--- src/rtl/dbcd_pkg.sv ---
`timescale 1ns / 1ps
package dbcd_pkg;

    localparam int MAX_COLS = 128;
    localparam int MAX_ROWS = 64;
    localparam int CELLS    = MAX_COLS * MAX_ROWS;
    localparam int ADDR_W   = $clog2(CELLS);
    localparam int CELL_W   = 16;
    localparam int QUEUE_DEPTH = 2;

    localparam logic [7:0] BLANK_CHAR  = 8'h20;
    localparam logic [7:0] RESET_WIDTH = 8'd80;
    localparam logic [6:0] RESET_HEIGHT = 7'd25;
    localparam logic [7:0] RESET_BLANK = 8'd0;

    localparam logic [1:0] CFG_WIDTH  = 2'd0;
    localparam logic [1:0] CFG_HEIGHT = 2'd1;
    localparam logic [1:0] CFG_BLANK  = 2'd2;

    typedef enum logic {
        OP_WRITE = 1'b0,
        OP_SCAN  = 1'b1
    } op_t;

    typedef enum logic [1:0] {
        KIND_WR_DONE   = 2'd0,
        KIND_WR_REJECT = 2'd1,
        KIND_SCAN_SAME = 2'd2,
        KIND_SCAN_DIFF = 2'd3
    } kind_t;

    typedef enum logic [1:0] {
        BK_CLEAR,
        BK_IDLE,
        BK_READ
    } back_state_t;

    typedef struct packed {
        op_t               op;
        logic              sel;
        logic              ok;
        logic [ADDR_W-1:0] addr;
        logic [6:0]        x;
        logic [5:0]        y;
        logic [CELL_W-1:0] data;
        logic              last;
    } cmd_t;

    typedef struct packed {
        logic clearing;
        logic busy_read;
    } back_stat_t;

endpackage

--- src/rtl/dbcd_front.sv ---
`timescale 1ns / 1ps
module dbcd_front import dbcd_pkg::*; (
    input  logic       clk,
    input  logic       rst_n,
    input  logic       in_valid,
    output logic       in_ready,
    input  logic       opcode,
    input  logic [6:0] cell_x,
    input  logic [5:0] cell_y,
    input  logic [7:0] cell_color,
    input  logic [7:0] cell_char,
    input  logic       cfg_valid,
    output logic       cfg_ready,
    input  logic [1:0] cfg_index,
    input  logic [7:0] cfg_data,
    input  logic       q_full,
    input  back_stat_t back_stat,
    output logic       push,
    output cmd_t       push_cmd,
    output logic [7:0] blank_color
);

    logic [7:0] width_reg;
    logic [6:0] height_reg;
    logic [7:0] blank_reg;
    logic [6:0] scan_col_reg, scan_col_next;
    logic [5:0] scan_row_reg, scan_row_next;
    logic       active_reg, active_next;

    logic [7:0]  w;
    logic [6:0]  h;
    logic [6:0]  col_a;
    logic [6:0]  row_a;
    logic        col_end, row_end;
    logic [13:0] wr_idx, sc_idx;
    logic        is_scan;

    assign cfg_ready   = 1'b1;
    assign blank_color = blank_reg;
    assign in_ready    = !q_full && !back_stat.clearing;
    assign push        = in_valid && in_ready;
    assign is_scan     = (op_t'(opcode) == OP_SCAN);

    always_ff @(posedge clk or negedge rst_n)
    begin
        if (!rst_n)
        begin
            width_reg  <= RESET_WIDTH;
            height_reg <= RESET_HEIGHT;
            blank_reg  <= RESET_BLANK;
        end
        else if (cfg_valid && cfg_ready)
        begin
            unique case (cfg_index)
                CFG_WIDTH:  width_reg  <= cfg_data;
                CFG_HEIGHT: height_reg <= cfg_data[6:0];
                CFG_BLANK:  blank_reg  <= cfg_data;
                default:    ;
            endcase
        end
    end

    always_comb
    begin
        if (width_reg == 8'd0)
            w = 8'd1;
        else if (width_reg > 8'(MAX_COLS))
            w = 8'(MAX_COLS);
        else
            w = width_reg;
        if (height_reg == 7'd0)
            h = 7'd1;
        else if (height_reg > 7'(MAX_ROWS))
            h = 7'(MAX_ROWS);
        else
            h = height_reg;
    end

    // fold the counter back into a shrunken frame
    always_comb
    begin
        col_a = scan_col_reg;
        row_a = {1'b0, scan_row_reg};
        if ({1'b0, col_a} >= w)
        begin
            col_a = 7'd0;
            row_a = row_a + 7'd1;
        end
        if (row_a >= h)
        begin
            row_a = 7'd0;
            col_a = 7'd0;
        end
        col_end = ({1'b0, col_a} + 8'd1) >= w;
        row_end = (row_a + 7'd1) >= h;
    end

    assign wr_idx = 14'(cell_y) * 14'(w) + 14'(cell_x);
    assign sc_idx = 14'(row_a) * 14'(w) + 14'(col_a);

    always_comb
    begin
        scan_col_next = scan_col_reg;
        scan_row_next = scan_row_reg;
        active_next   = active_reg;

        push_cmd.op   = op_t'(opcode);
        push_cmd.sel  = active_reg;
        push_cmd.data = {cell_color, cell_char};
        if (is_scan)
        begin
            push_cmd.ok   = 1'b1;
            push_cmd.addr = sc_idx[ADDR_W-1:0];
            push_cmd.x    = col_a;
            push_cmd.y    = row_a[5:0];
            push_cmd.last = col_end && row_end;
        end
        else
        begin
            push_cmd.ok   = ({1'b0, cell_x} < w) && ({1'b0, cell_y} < h);
            push_cmd.addr = wr_idx[ADDR_W-1:0];
            push_cmd.x    = 7'd0;
            push_cmd.y    = 6'd0;
            push_cmd.last = 1'b0;
        end

        if (push && is_scan)
        begin
            if (col_end)
            begin
                scan_col_next = 7'd0;
                if (row_end)
                begin
                    scan_row_next = 6'd0;
                    active_next   = !active_reg;
                end
                else
                begin
                    scan_row_next = 6'(row_a + 7'd1);
                end
            end
            else
            begin
                scan_col_next = col_a + 7'd1;
                scan_row_next = row_a[5:0];
            end
        end
    end

    always_ff @(posedge clk or negedge rst_n)
    begin
        if (!rst_n)
        begin
            scan_col_reg <= 7'd0;
            scan_row_reg <= 6'd0;
            active_reg   <= 1'b0;
        end
        else
        begin
            scan_col_reg <= scan_col_next;
            scan_row_reg <= scan_row_next;
            active_reg   <= active_next;
        end
    end

endmodule

--- config.mk ---
export PLATFORM = sky130hd
export DESIGN_NAME = dbcd_front
export DESIGN_NICKNAME = d
export VERILOG_FILES = /design/src/rtl/dbcd_pkg.sv /design/src/rtl/dbcd_front.sv
export SDC_FILE = /design/constraint.sdc
export NUM_CORES = 1
export LEC_CHECK = 0
export ABC_AREA = 1
export CORE_UTILIZATION = 60
export DETAILED_ROUTE_END_ITERATION = 8
export DONT_BUFFER_PORTS = 1
export PLACE_DENSITY = 0.8
export SETUP_SLACK_MARGIN = 0.15
export SYNTH_ARGS = -nofsm -noshare
export SYNTH_HDL_FRONTEND = slang
export SYNTH_SLANG_ARGS = --single-unit
--- constraint.sdc ---
create_clock -name clk -period 8 [get_ports clk]
set_input_delay 0 -clock clk [delete_from_list [all_inputs] [get_ports clk]]
set_output_delay 0 -clock clk [all_outputs]
set_load 0.02 [all_outputs]
## Word-level counts from Yosys, hierarchy flattened

Index checks and enable logic that the tools add are counted.

| storage, ports and cells | value |
|---|---|
| bits in registers | 37 |
| latch bits | 0 |
| memory bits (writable) | 0 |
| ROM bits | 0 |
| bits of input ports | 47 |
| output and inout bits | 57 |
| word-level logic and storage cells | 52 |
| memories | 0 |

| operators by class | value |
|---|---|
| $add $sub $neg | 6 |
| $mul | 2 |
| div/mod/pow operators | 0 |
| order comparisons | 8 |
| equal/unequal tests | 2 |
| shift-type cells | 0 |
| mux-type cells | 13 |
| bitwise operators | 0 |
| reduce and logical (&&, ||, !) cells | 15 |

Operator list:

| cell | number |
|---|---|
| 7-bit 2-to-1 mux | 7 |
| 27-bit 2-to-1 mux | 1 |
| 13-bit by 7-bit adder with 13-bit output | 2 |
| 8-bit 2-to-1 mux | 2 |
| 7-bit by 1-bit adder with 7-bit output (second input constant) | 2 |
| 7-bit greater-or-equal comparator | 2 |
| 6-bit by 8-bit multiplier with 13-bit output | 1 |
| 7-bit by 8-bit multiplier with 13-bit output | 1 |
| 6-bit 2-to-1 mux | 2 |
| 7-bit by 1-bit adder with 8-bit output (second input constant) | 1 |
| 7-bit by 8-bit greater-or-equal comparator with 1-bit output | 1 |
| 8-bit greater-or-equal comparator | 1 |
| 8-bit > comparator (second input constant) | 1 |
| 8-bit logical NOT | 1 |
| 7-bit by 8-bit less-than comparator with 1-bit output | 1 |
| 6-bit by 1-bit adder with 7-bit output (second input constant) | 1 |
| 7-bit > comparator (second input constant) | 1 |
| 7-bit logical NOT | 1 |
| 6-bit by 7-bit less-than comparator with 1-bit output | 1 |
| 2-bit AND reduction | 3 |
| 1-bit logical AND | 5 |
| 1-bit logical NOT | 3 |
| 3-bit AND reduction | 1 |
| 2-bit by 1-bit == test with 1-bit output (second input constant) | 1 |
| other kinds (3) | 3 |

## Logic depth before layout (Yosys ltp)

| logic depth | value |
|---|---|
| word-level depth | 11 |
| mapped depth | 48 |
| depth with buffers taken out | 44 |

## Least setup slack after synthesis

Ideal clock, no wire load.

| timing path | value |
|---|---|
| path kind | reg-to-output |
| from | reg width_reg[7] |
| to | out push_cmd[39] (netlist bit) |
| arrival time | 7,415 ps |
| data required time | 8,000 ps |
| setup slack | 585 ps |
| stages on the path, launching flop included | 39 |
| buffers on the path | 3 |
| cells stage by stage | dfrtp_1 -> clkbuf_1 -> nand2_1 -> inv_1 -> nor2_1 -> clkinv_1 -> ha_1 -> nand2_1 -> nor2_1 -> nor2_1 -> nand2_1 -> nand2_1 -> nand2_4 -> buf_6 -> nand4_1 -> nor3_1 -> ha_1 -> a21o_1 -> (+3 left out) -> buf_4 -> nand2_1 -> inv_1 -> nand2_1 -> fa_1 -> fa_1 -> inv_1 -> fa_1 -> inv_1 -> fa_1 -> inv_1 -> ha_1 -> a21oi_1 -> nand2_1 -> a21oi_1 -> o21ai_0 -> and2_1 -> o21ai_0 |

RTL lines:

| element | RTL line | source |
|---|---|---|
| start: declaration | dbcd_front.sv:23 | `logic [7:0] width_reg;` |
| start signal: assignment | dbcd_front.sv:55 | `CFG_WIDTH: width_reg <= cfg_data;` |
| end: declaration | dbcd_front.sv:19 | `output cmd_t push_cmd,` |

==> flow_metrics.tcl <==
set metrics [dict create \
    nNetsFinal 1228 \
    cts_buffers 5 \
    synthArstFlopShare 1.000 \
    cp-end-kind "output port" \
    worst_slew_pin_slew_ns 1.179 \
    finalWirelength_mm 18.28 \
    dp_hpwl_mm 14.51 \
    drive_gt1_frac 0.08957 \
    cts_tree "done" \
    arrival_ns 7.54 \
    clk_latency_ns 0.28 \
    post_drt_via_cell_ratio 5.570 \
    hp-class "in2out" \
    antennaDiodeCount 0 \
    ys_types 47 \
    start_util 0.6152 \
    timing.slew.headroom 0.2064 \
    clock.fmax_mhz 132.6 \
    maxCapViolCount 0 \
    grt_pass1_wl_mm 28.44 \
    wl_per_cell_um 15.77 \
    cp-start-kind "flip-flop" \
    synth_fp_nets 1209 \
    p_leak_nw 4.297 \
    setup_ws_ns 0.4584 \
    syn_to_final_growth_pct 8.906 \
    core-area_mm2 0.01142 \
    via_count 6456 \
    postSynthAreaPerCell_um2 7.052 \
    path_max_fanout 7 \
    min-delay-start "cell_color[6]" \
    synth_flop_cell "dfrtp_1" \
    drt_iter0_drc 533 \
    clk_pin_slew_ns 0.06 \
    required_ns 8.00 \
    worst_path_max_delay_cell "fa_1" \
    crit-reg2reg-launch "width_reg[1]" \
    path_buf_inv 10 \
    p_per_area_mw_per_mm2 400.1 \
    cts_root_buffer "clkbuf_16" \
    crit_type "reg2out" \
    dieHeight_um 110.2 \
    grt_pass1_vias 6113 \
    boundaryPins 104 \
    yosys_register_bits 37 \
    ys_seq_area_frac 0.1327 \
    seq_area_um2 932.1 \
    row_count 39 \
    dieWidth_um 110.2 \
    finClkSkew_ns 0.005107 \
    clock_path_buffers 2 \
    post-route-period-util 0.9427 \
    drv_slew 0 \
    hold_violations 0 \
    overflow 0 \
    final.min_clock_period_ns 7.542 \
    nFillCells 995 \
    grt_max_degree 38 \
    tns_ns 0 \
    ir_worst_vdd_mv 0.3169 \
    multi_input_area_mm2 0.005220 \
    grt_usage 0.3087 \
    power_w 0.003061 \
    cts-htree-levels 2 \
    grt_antenna_before_repair 0 \
    gp_congestion 0.9443 \
    design.die.area_mm2 0.01214 \
    detail-route-antenna-nets 0 \
    synth_enable_flop_cells 0 \
    synth_cells 996 \
    drc_errors 0 \
    clock-sinks 37 \
    dpl_worst_slack_ns 0.3206 \
    synth_area_mm2 0.007024 \
    worst_path_largest_cell_delay_ns 0.55 \
    status "finished, final reports clean" \
    dr.pass1.iters 5 \
    yosys_warnings 0 \
    portBuffers 0 \
    path_delay_family "adder cells" \
    setup-violations-final 0 \
    cp-startpoint "width_reg[1]" \
    rsz0062_at_grt "false" \
]
## final timing paths
kind	to	slack (ns)	cells past startpoint
worst min register to register	width_reg[0]	0.48	2
min in group asynchronous	height_reg[5]	0.17	2
worst min-delay path	push_cmd[15]	0.000009	0
worst max register to register	scan_col_reg[2]	1.51	38
max in group asynchronous	width_reg[6]	7.58	2
worst max-delay path	push_cmd[39]	0.46	39
## cells by family (layout without fill, tap and decap cells)
family,after synthesis,after routing,synth area share
buffers and inverters,232,252,0.1375
flip-flops,37,37,0.1327
XOR/XNOR,16,16,0.01995
other,1,1,0.0005339
AO/OA/AOI/OAI,116,116,0.09352
AND/OR/NAND/NOR,428,428,0.2528
adder cells (fa/ha/maj),166,166,0.3630
## synthesized netlist by cell type (7+ instances only)
library cell	number	area [µm²]
dfrtp_1	32	800.8
ha_1	103	1289
clkbuf_1	11	41.29
buf_4	20	150.1
clkinv_1	7	26.28
nand4_1	10	62.56
nand2_1	226	848.3
fa_1	63	1261
xor2_1	10	87.58
a21oi_1	39	195.2
nand3_1	49	245.2
nor2_1	120	450.4
inv_1	184	690.7
o21ai_0	51	255.2
## final cells by class
cell class	count	area share
clock inverters	2	0.005070
inverters	195	0.09568
well taps	143	0.02339
flip-flops and latches	37	0.1219
clock buffers	6	0.01685
repair buffers	49	0.05479
multi-input cells	727	0.6824
## timing repair
action | in CTS | in global routing
endpoints found under the setup margin | 4 | 7
buffers inserted | 0 | 16
hold endpoints to repair | 60 | 0
resized for setup | 3 | 28
pin swaps | 0 | 4
hold buffers | 10 | 0
cloned | 0 | 0
## report_power, final
group	internal, W	switching [W]	leakage [nW]
registers	0.000232	0.0000489	0.457
logic	0.000930	0.00163	3.76
clock network	0.000148	0.0000752	0.0810
total	0.00131	0.00175	4.30
## metal layers
layer  up-vias  GRT usage  share of wire
li1       3135          -              -
met1      3020     0.3849           0.42
met2       250     0.5299           0.47
met3        51    0.04821          0.066
met4         0     0.1344          0.037
met5         -          0              0
## cells in the final DEF (no fill, tap or decap), drive strengths merged, types with 32 or more instances in the layout
master,Yosys,final
dfrtp,32,32
o21ai,54,54
ha,103,103
a21oi,39,39
fa,63,63
nor2,125,125
nand3,50,50
buf,25,40
nand2,227,227
inv,188,189
## stage by stage
stage,area (µm²),utilization,hold slack (ns),instances
6_report,7650,0.6700,0.000008815,1159
5_1_grt,7650,0.6700,0.00003196,1159
4_1_cts,7432,0.6509,0.0001367,1143
3_5_place_dp,7142,0.6255,-0.2938,1125
3_3_place_gp,7142,0.6255,-0.2938,1125
2_1_floorplan,7024,-,-0.2956,996
Power figures use the tool's default switching activity.
