[src/rtl/dbcd_pkg.sv]
`timescale 1ns / 1ps
package dbcd_pkg;

    localparam int MAX_COLS = 128;
    localparam int MAX_ROWS = 64;
    localparam int CELLS    = MAX_COLS * MAX_ROWS;
    localparam int ADDR_W   = $clog2(CELLS);
    localparam int CELL_W   = 16;
    localparam int QUEUE_DEPTH = 2;

    localparam logic [7:0] BLANK_CHAR  = 8'h20;
    localparam logic [7:0] RESET_WIDTH = 8'd80;
    localparam logic [6:0] RESET_HEIGHT = 7'd25;
    localparam logic [7:0] RESET_BLANK = 8'd0;

    localparam logic [1:0] CFG_WIDTH  = 2'd0;
    localparam logic [1:0] CFG_HEIGHT = 2'd1;
    localparam logic [1:0] CFG_BLANK  = 2'd2;

    typedef enum logic {
        OP_WRITE = 1'b0,
        OP_SCAN  = 1'b1
    } op_t;

    typedef enum logic [1:0] {
        KIND_WR_DONE   = 2'd0,
        KIND_WR_REJECT = 2'd1,
        KIND_SCAN_SAME = 2'd2,
        KIND_SCAN_DIFF = 2'd3
    } kind_t;

    typedef enum logic [1:0] {
        BK_CLEAR,
        BK_IDLE,
        BK_READ
    } back_state_t;

    typedef struct packed {
        op_t               op;
        logic              sel;
        logic              ok;
        logic [ADDR_W-1:0] addr;
        logic [6:0]        x;
        logic [5:0]        y;
        logic [CELL_W-1:0] data;
        logic              last;
    } cmd_t;

    typedef struct packed {
        logic clearing;
        logic busy_read;
    } back_stat_t;

endpackage

[src/rtl/dbcd_queue.sv]
`timescale 1ns / 1ps
module dbcd_queue import dbcd_pkg::*; (
    input  logic clk,
    input  logic rst_n,
    input  logic push,
    input  cmd_t push_cmd,
    input  logic pop,
    output logic full,
    output logic head_valid,
    output cmd_t head_cmd
);

    localparam int PTR_W = $clog2(QUEUE_DEPTH);

    cmd_t             entry_reg [QUEUE_DEPTH];
    logic [PTR_W-1:0] wr_ptr_reg, wr_ptr_next;
    logic [PTR_W-1:0] rd_ptr_reg, rd_ptr_next;
    logic [PTR_W:0]   count_reg, count_next;

    assign full       = (count_reg == (PTR_W+1)'(QUEUE_DEPTH));
    assign head_valid = (count_reg != '0);
    assign head_cmd   = entry_reg[rd_ptr_reg];

    always_comb
    begin
        wr_ptr_next = wr_ptr_reg;
        rd_ptr_next = rd_ptr_reg;
        count_next  = count_reg;
        if (push)
        begin
            wr_ptr_next = (wr_ptr_reg == PTR_W'(QUEUE_DEPTH-1)) ? '0 : wr_ptr_reg + 1'b1;
        end
        if (pop)
        begin
            rd_ptr_next = (rd_ptr_reg == PTR_W'(QUEUE_DEPTH-1)) ? '0 : rd_ptr_reg + 1'b1;
        end
        if (push && !pop)
            count_next = count_reg + 1'b1;
        else if (pop && !push)
            count_next = count_reg - 1'b1;
    end

    always_ff @(posedge clk)
    begin
        if (push)
        begin
            entry_reg[wr_ptr_reg] <= push_cmd;
        end
    end

    always_ff @(posedge clk or negedge rst_n)
    begin
        if (!rst_n)
        begin
            wr_ptr_reg <= '0;
            rd_ptr_reg <= '0;
            count_reg  <= '0;
        end
        else
        begin
            wr_ptr_reg <= wr_ptr_next;
            rd_ptr_reg <= rd_ptr_next;
            count_reg  <= count_next;
        end
    end

endmodule

[config.mk]
export PLATFORM = sky130hd
export DESIGN_NAME = dbcd_queue
export DESIGN_NICKNAME = d
export VERILOG_FILES = /design/src/rtl/dbcd_pkg.sv /design/src/rtl/dbcd_queue.sv
export SDC_FILE = /design/constraint.sdc
export NUM_CORES = 1
export LEC_CHECK = 0
export BUFFER_PORTS_ARGS = -buffer_cell sky130_fd_sc_hd__buf_2
export CAP_MARGIN = 10
export CORE_MARGIN = 5
export CORE_UTILIZATION = 50
export DETAILED_ROUTE_END_ITERATION = 10
export GPL_ROUTABILITY_DRIVEN = 0
export PLACE_DENSITY = 0.75
export SYNTH_ARGS = -nofsm -noshare
export SYNTH_HDL_FRONTEND = slang
export SYNTH_SLANG_ARGS = --single-unit
export TNS_END_PERCENT = 100
[constraint.sdc]
create_clock -name clk -period 4.95 [get_ports clk]
set_input_delay 0.495 -clock clk [delete_from_list [all_inputs] [get_ports clk]]
set_output_delay 0.495 -clock clk [all_outputs]
set_load 0.02 [all_outputs]
-- Word-level counts from Yosys, hierarchy flattened
Memory sizes are Yosys's and may differ from the RTL's.
Index checks and enable logic that the tools add are counted.
- bits in registers: 4
- bits in writable memories: 92
- input bits: 50
- output and inout bits: 48
- memories: 1
- memories (name ; words ; width ; rd ports ; clocked after Yosys merged registers in ; write ports ; line ; source):
    entry_reg ; 2 ; 46 ; 1 ; 0 ; 1 ; dbcd_queue.sv:15 ; cmd_t entry_reg [QUEUE_DEPTH];
- $add $sub $neg: 4
- equal/unequal tests: 1
- mux-type cells: 6
- reduce and logical (&&, ||, !) cells: 6
- operators by type and width (operator ; count):
    two-way mux 1 bit ; 4
    two-way mux 2 bit ; 2
    nonzero test 2 bit ; 2
    adder 1 bit (second input constant) ; 2
    adder 2 x 1 -> 2 bit (second input constant) ; 1
    == test 2 bit (second input constant) ; 1
    logical AND 1 bit ; 2
    logical NOT 1 bit ; 2
    subtractor 2 x 1 -> 2 bit (second input constant) ; 1

-- Longest topological paths before layout
Gate-level depths: netlist of run 1.
- depth after elaboration: 4
- gate-level depth with buffers: 5
- gate-level depth less buffers: 5

-- Worst setup path after synthesis of run 1
Ideal clock, no wire load.
- path kind: input -> register
- start point: input port push
- end point: memory entry_reg[0][0] (netlist bit), enable pin
- setup time: 0.455 ns
- arrival: 2.541 ns
- data required time: 4.495 ns
- setup slack: 1.954 ns
- stages: 1
- buffers on the path: 0
- cells stage by stage: nor2b_1
- longest elaborated chain between the ends: 2
- RTL lines (element ; line ; source):
    start, declared ; dbcd_queue.sv:5 ; input logic push,
    two-way mux 1 bit ; dbcd_queue.sv:45 ; if (push)
    two-way mux 1 bit (implied by the code) ; dbcd_queue.sv:47 ; entry_reg[wr_ptr_reg] <= push_cmd;
    end, declared ; dbcd_queue.sv:15 ;
Every way passes these cells.

==> impl_metrics.csv, run 1 <==
group,metric,value,unit
cells_and_area,n_fill_cell,518,
synth,synth_cell_types,14,
sta,setup_ws,2300,ps
synth,synth_area_per_cell,22.8,um2
global_route,grt_pass1_vias,1816,
place,portBuffers,97,
setup_path,cp.arrival,2160,ps
setup_path,critPathLaunchType,"flip-flop",
sta,whs,329,ps
clocking,cts_post_setup_buffers_inserted,0,
drt,num_vias,1747,
die,design.core.area,0.00718,mm2
clocking,clk_latency,350,ps
job,max_cap_viol_count,0,
drt,firstDrtPassIters,4,
sta,rsz0062_at_grt,"no",
power_and_ir_drop,combinationalPowerShare,33.7,%
clocking,cts_resized,0,
cells_and_area,regArea,0.00286,mm2
sta,worstMarginPinSlew,1120,ps
power_and_ir_drop,clkPwrFrac,21.0,%
sta,period_needed,2650,ps
sta,drv_slew,0,
setup_path,worstSetupPathType,"reg -> out",
status,status,"finished clean",
die,start_util,50.6,%
sta,hold_viol_final,0,
die,rows,31,
power_and_ir_drop,p_per_area,577,mW/mm2
synth,synth_nets,210,
clocking,htreeDepth,3,
cells_and_area,drive_above_1_share,60.4,%
clocking,cts.sinks,96,
clocking,cts_buffer_depth,2,
setup_path,crit_required,4450,ps
power_and_ir_drop,switching_share,31.7,%
power_and_ir_drop,worst_ir_drop_vdd,0.304,mV
die,ioPinCount,98,
clocking,root_buffer,"clkbuf_8",
drt,wl_per_cell,16.3,um
cells_and_area,antenna_cells,0,
place,hpwl,4.13,mm
power_and_ir_drop,power.leakage,1.76,nW
power_and_ir_drop,seqPwrFrac,45.4,%
die,fp.dieH,95.2,um
drt,drt-total-wl,6.02,mm
worst_hold_path,hold_path_class,"in -> reg",
cells_and_area,final_cell_mix,"buf_2, edfxtp_1, mux2_4, mux2_2, clkbuf_8",
global_route,grt_max_degree,47,
global_route,grt-ovfl-total,0,
global_route,antenna_found_initial,1,
drt,drt-initial-drc-count,61,
setup_path,crit_chain,"buf_4, mux2_2, buf_2",
synth,netlist_instances,159,
sta,setup_viol,0,
sta,fmaxAchievable,0.377,GHz
power_and_ir_drop,power_switching,0.812,mW
synth,ys_seq_area_share,78.8,%
setup_path,max_stage_delay,700,ps
clocking,path_clk_slew,90,ps
sta,finalCritPeriodShare,53.5,%
drt,drc_errors,0,
synth,synth_top_area_share,76.1,%
synth,synthTopCellsByArea,"edfxtp_1, mux2_4, mux2_2, dfrtp_1, buf_6",
drt,final_antenna_net_count,0,
sta,totalNegativeSetupSlack,0,ps
cells_and_area,area_delta_synth_final,22.2,%
die,die_area,0.00907,mm2
cells_and_area,largest_reg_flops,92,
setup_path,cp_slowest_cell,"dfrtp_2",
synth,synth-seq-cells,96,
sta,clock_skew,7.79,ps
cells_and_area,multiInputGateArea,724,um2
clocking,cts_hold_buf,1,
clocking,cts_tree,"done",
setup_path,path_max_fanout,29,
place,place_worst_setup_slack,2660,ps
cells_and_area,final_common_cell,"buf_2",
synth,ys_warn_count,0,
drt,vias_per_cell,4.73,
setup_path,r2r_slack,3170,ps
global_route,grt_pass1_wl,9.33,mm
die,die_w,95.2,um
cells_and_area,fin_util,61.8,%
synth,syn_area,0.00363,mm2
synth,synth_top_area_cell,"edfxtp_1",
cells_and_area,fin_nets,316,
sta,slew_headroom,25.6,%
global_route,grt_use_total,14.0,%
clocking,cts_buffers,9,
power_and_ir_drop,intPower,1.75,mW
setup_path,end_kind,"primary output",
[cell usage after synthesis]
library cell / number
buf_6: 4
edfxtp_1: 92
inv_1: 1
or2_2: 1
ha_1: 1
and2_1: 1
buf_2: 1
dfrtp_1: 4
xor2_1: 4
xnor2_1: 1
nor2_1: 1
mux2_2: 16
mux2_4: 30
nor2b_1: 2
[metal layers]
| layer | wire length (um) | global-route usage [%] | up-vias | part of all wire [%] |
|---|---|---|---|---|
| li1 | - | - | 828 | - |
| met1 | 2520 | 17.9 | 838 | 42 |
| met2 | 2920 | 21.9 | 71 | 49 |
| met3 | 518 | 5.29 | 8 | 8.6 |
| met4 | 43 | 4.69 | 2 | 0.71 |
| met5 | 13 | 0 | - | 0.22 |
[kinds of logic after synthesis]
| kind of cell | count (synthesis) | synth area share (%) |
|---|---|---|
| flops | 96 | 78.8 |
| fa+ha+maj | 1 | 0.344 |
| simple gates | 5 | 0.792 |
| xor+xnor | 5 | 1.21 |
| mux | 46 | 17.4 |
| buf+inv | 6 | 1.48 |
[final cells by class]
class | instances | share of cell area [%]
multi-input cells | 57 | 16.3
repair buffers | 100 | 11.5
inverters | 1 | 0.0846
clock buffers | 10 | 2.88
flip-flops and latches | 96 | 64.5
clock inverters | 6 | 1.89
well taps | 99 | 2.79
[worst paths after layout]
check / start / end / cells after the start
worst min-delay path: push_cmd[39] / entry_reg[1][39] / 1
min in group asynchronous: rst_n / count_reg[1] / 2
worst min register to register: count_reg[1] / count_reg[1] / 1
worst max-delay path: rd_ptr_reg / head_cmd[45] / 3
max in group asynchronous: rst_n / rd_ptr_reg / 2
worst max register to register: wr_ptr_reg / entry_reg[0][38] / 2
[through the flow]
stage | instances | power [mW] | instance area [um2]
after floorplan | 159 | 1.83 | 3630
after global placement | 352 | 2.05 | 4220
after detailed placement | 352 | 2.06 | 4220
after CTS | 369 | 2.59 | 4440
after global routing | 369 | 2.69 | 4440
final | 369 | 2.56 | 4440
[worst max-delay path, delay by kind of cell (launching register included)]
family,cells,cell delay (ps)
flops,1,700
buf+inv,2,690
mux,1,400
[power by group through the flow]
stage | sequential (mW) | combinational, mW | clock (mW)
global route | 1.18 | 0.920 | 0.589
CTS | 1.16 | 0.881 | 0.548
detailed placement | 1.18 | 0.877 | 0
finish | 1.16 | 0.862 | 0.537
floorplan | 1.14 | 0.689 | 0
global placement | 1.17 | 0.872 | 0
No activity file was read; power rests on OpenSTA's default activity.
==> run 2, diff against run 1 <==
Settings changed: ABC_AREA set to 1, PLACE_DENSITY 0.75 to 0.74.
Clock period 4.95 ns to 2.6 ns, I/O delays scaled along.
==> impl_metrics.csv, run 2 <==
group,metric,value,unit
clocking,clk_latency,340,ps
sta,worstMarginPinSlew,552,ps
synth,synth_edf_count,92,
place,hpwl,4.30,mm
clocking,cts.sinks,96,
cells_and_area,antenna_cells,0,
cells_and_area,fin_nets,326,
synth,ys_warn_count,0,
place,placed_cells,362,
drt,wl_per_cell,16.2,um
power_and_ir_drop,power_switching,1.55,mW
power_and_ir_drop,clkPwrFrac,18.9,%
setup_path,critPathLaunchType,"flip-flop",
job,max_cap_viol_count,0,
cells_and_area,stdcell_area,0.00446,mm2
synth,synth_cell_types,14,
sta,rsz0062_at_grt,"no",
global_route,antenna_found_initial,0,
synth,netlist_instances,168,
power_and_ir_drop,switching_share,32.3,%
drt,drt-initial-drc-count,45,
die,ioPinCount,98,
clocking,htreeDepth,3,
place,dpl_cell_area,0.00427,mm2
clocking,root_buffer,"clkbuf_8",
power_and_ir_drop,seqPwrFrac,45.9,%
setup_path,end_kind,"primary output",
synth,synth_top_area_share,75.7,%
sta,slew_headroom,63.2,%
power_and_ir_drop,power.leakage,1.79,nW
place,portBuffers,97,
sta,hold_viol_final,0,
die,design.core.area,0.00718,mm2
drt,firstDrtPassIters,4,
die,start_util,50.9,%
cells_and_area,area_delta_synth_final,22.3,%
clocking,path_clk_slew,90,ps
status,status,"finished clean",
global_route,grt_pass1_vias,1962,
drt,vias_per_cell,4.79,
sta,drv_slew,0,
global_route,grt_pass1_wl,9.49,mm
cells_and_area,drive_above_1_share,57.9,%
global_route,grt_max_degree,40,
worst_hold_path,hold_path_class,"in -> reg",
synth,synth_common_cells,"edfxtp_1, mux2_4, mux2_2",
clocking,cts_tree,"done",
drt,drt-total-wl,6.12,mm
power_and_ir_drop,intPower,3.26,mW
cells_and_area,fin_util,62.2,%
die,fp.dieH,95.4,um
sta,period_needed,2170,ps
synth,synthArstFlopShare,4.17,%
die,die_w,95.4,um
synth,synth-seq-cells,96,
synth,syn_area,0.00365,mm2
global_route,grt-ovfl-total,0,
synth,synth_area_per_cell,21.7,um2
setup_path,cp.arrival,1910,ps
sta,finalCritPeriodShare,83.5,%
power_and_ir_drop,worst_ir_drop_vdd,0.523,mV
synth,ys_seq_area_share,78.4,%
clocking,cts_buffers,9,
die,die_area,0.00911,mm2
setup_path,crit_required,2340,ps
synth,synth_nets,219,
sta,setup_viol,0,
cells_and_area,final_cells,379,
die,rows,31,
clocking,cts_buffer_depth,2,
synth,synth_most_common_cell,"edfxtp_1",
synth,synth_flop_cell,"edfxtp_1",
global_route,grt_use_total,14.3,%
cells_and_area,final_common_cell,"buf_2",
setup_path,path_max_fanout,28,
power_and_ir_drop,combinationalPowerShare,35.2,%
drt,num_vias,1815,
drt,final_antenna_net_count,0,
cells_and_area,largest_reg_flops,92,
synth,synth_top_area_cell,"edfxtp_1",
drt,drc_errors,0,
synth,synthTopCellsByArea,"edfxtp_1, mux2_4, mux2_2, dfrtp_1, buf_6",
cells_and_area,final_cell_mix,"buf_2, edfxtp_1, mux2_4, mux2_2, clkbuf_8",
setup_path,worstSetupPathType,"reg -> out",
sta,fmaxAchievable,0.461,GHz
power_and_ir_drop,p_per_area,1080,mW/mm2
sta,totalNegativeSetupSlack,0,ps
sta,clock_skew,3.62,ps
==> run 2: changes by cell type after synthesis, sizes merged <==
cell	previous run	this run
nor2b	2	0
nor2	1	2
or2	1	0
xor2	4	2
inv	1	7
nand3	0	1
and2	1	0
nand2	0	6
nand4	0	1
==> run 2: metal layers <==
metal / wire [um] / GRT usage (%)
met4: 25 / 4.27
met3: 541 / 5.45
met1: 2660 / 18.2
met5: 0 / 0
met2: 2900 / 22.9
==> run 2: through the flow <==
| stage | total power, mW | setup WS, ps | hold WS (ps) |
|---|---|---|---|
| floorplan | 3.48 | 567 | -35.6 |
| global placement | 3.94 | 798 | 74.1 |
| detailed placement | 3.97 | 772 | 79.6 |
| CTS | 4.88 | 388 | 81.1 |
| global route | 5.06 | 320 | 67.7 |
| finish | 4.81 | 430 | 103 |
==> run 2: logic make-up (layout without fill, tap and decap cells) <==
| family | Yosys count | after routing | share of synthesized area (%) |
|---|---|---|---|
| XOR/XNOR | 3 | 3 | 0.720 |
| adder cells (fa/ha/maj) | 1 | 1 | 0.343 |
| buffers and inverters | 12 | 124 | 2.09 |
| flip-flops | 96 | 96 | 78.4 |
| multiplexers | 46 | 46 | 17.3 |
| AND/OR/NAND/NOR | 10 | 10 | 1.13 |
==> run 2: critical path: stages, from the launching register on <==
cell and delay [ps]:
dfrtp_2 730, buf_12 300, mux2_2 360, buf_2 160
==> run 2: worst paths after layout <==
| path | slack [ps] | end | depth (start not counted) | startpoint |
|---|---|---|---|---|
| worst max-delay path | 430 | head_cmd[33] | 3 | rd_ptr_reg |
| max in group asynchronous | 2200 | rd_ptr_reg | 2 | rst_n |
| min in group asynchronous | 250 | count_reg[0] | 2 | rst_n |
| worst min-delay path | 100 | entry_reg[0][21] | 1 | push_cmd[21] |
| worst max register to register | 1060 | entry_reg[1][1] | 3 | wr_ptr_reg |
| worst min register to register | 500 | count_reg[1] | 2 | count_reg[1] |
==> run 2: what timing repair did <==
item                                   4_1_cts  5_1_grt
buffers inserted                             0        0
hold buffers                                 1        0
endpoints found under the hold margin        4        0
resized for setup                            0        0
==> run 2: area by class of cell <==
type,instances,area (um2)
Tap cell,99,124
Inverter,7,26.3
Clock inverter,5,57.6
Timing Repair Buffer,101,543
Fill cell,535,2710
Multi-Input combinational cell,60,718
Sequential cell,96,2860
Clock buffer,11,131
==> run 2: power by group through the flow <==
stage | registers [mW] | logic (mW) | clock network [mW]
2_1_floorplan | 2.16 | 1.32 | 0
5_1_grt | 2.25 | 1.81 | 1.00
3_3_place_gp | 2.23 | 1.71 | 0
6_report | 2.21 | 1.69 | 0.908
3_5_place_dp | 2.25 | 1.72 | 0
4_1_cts | 2.22 | 1.73 | 0.934
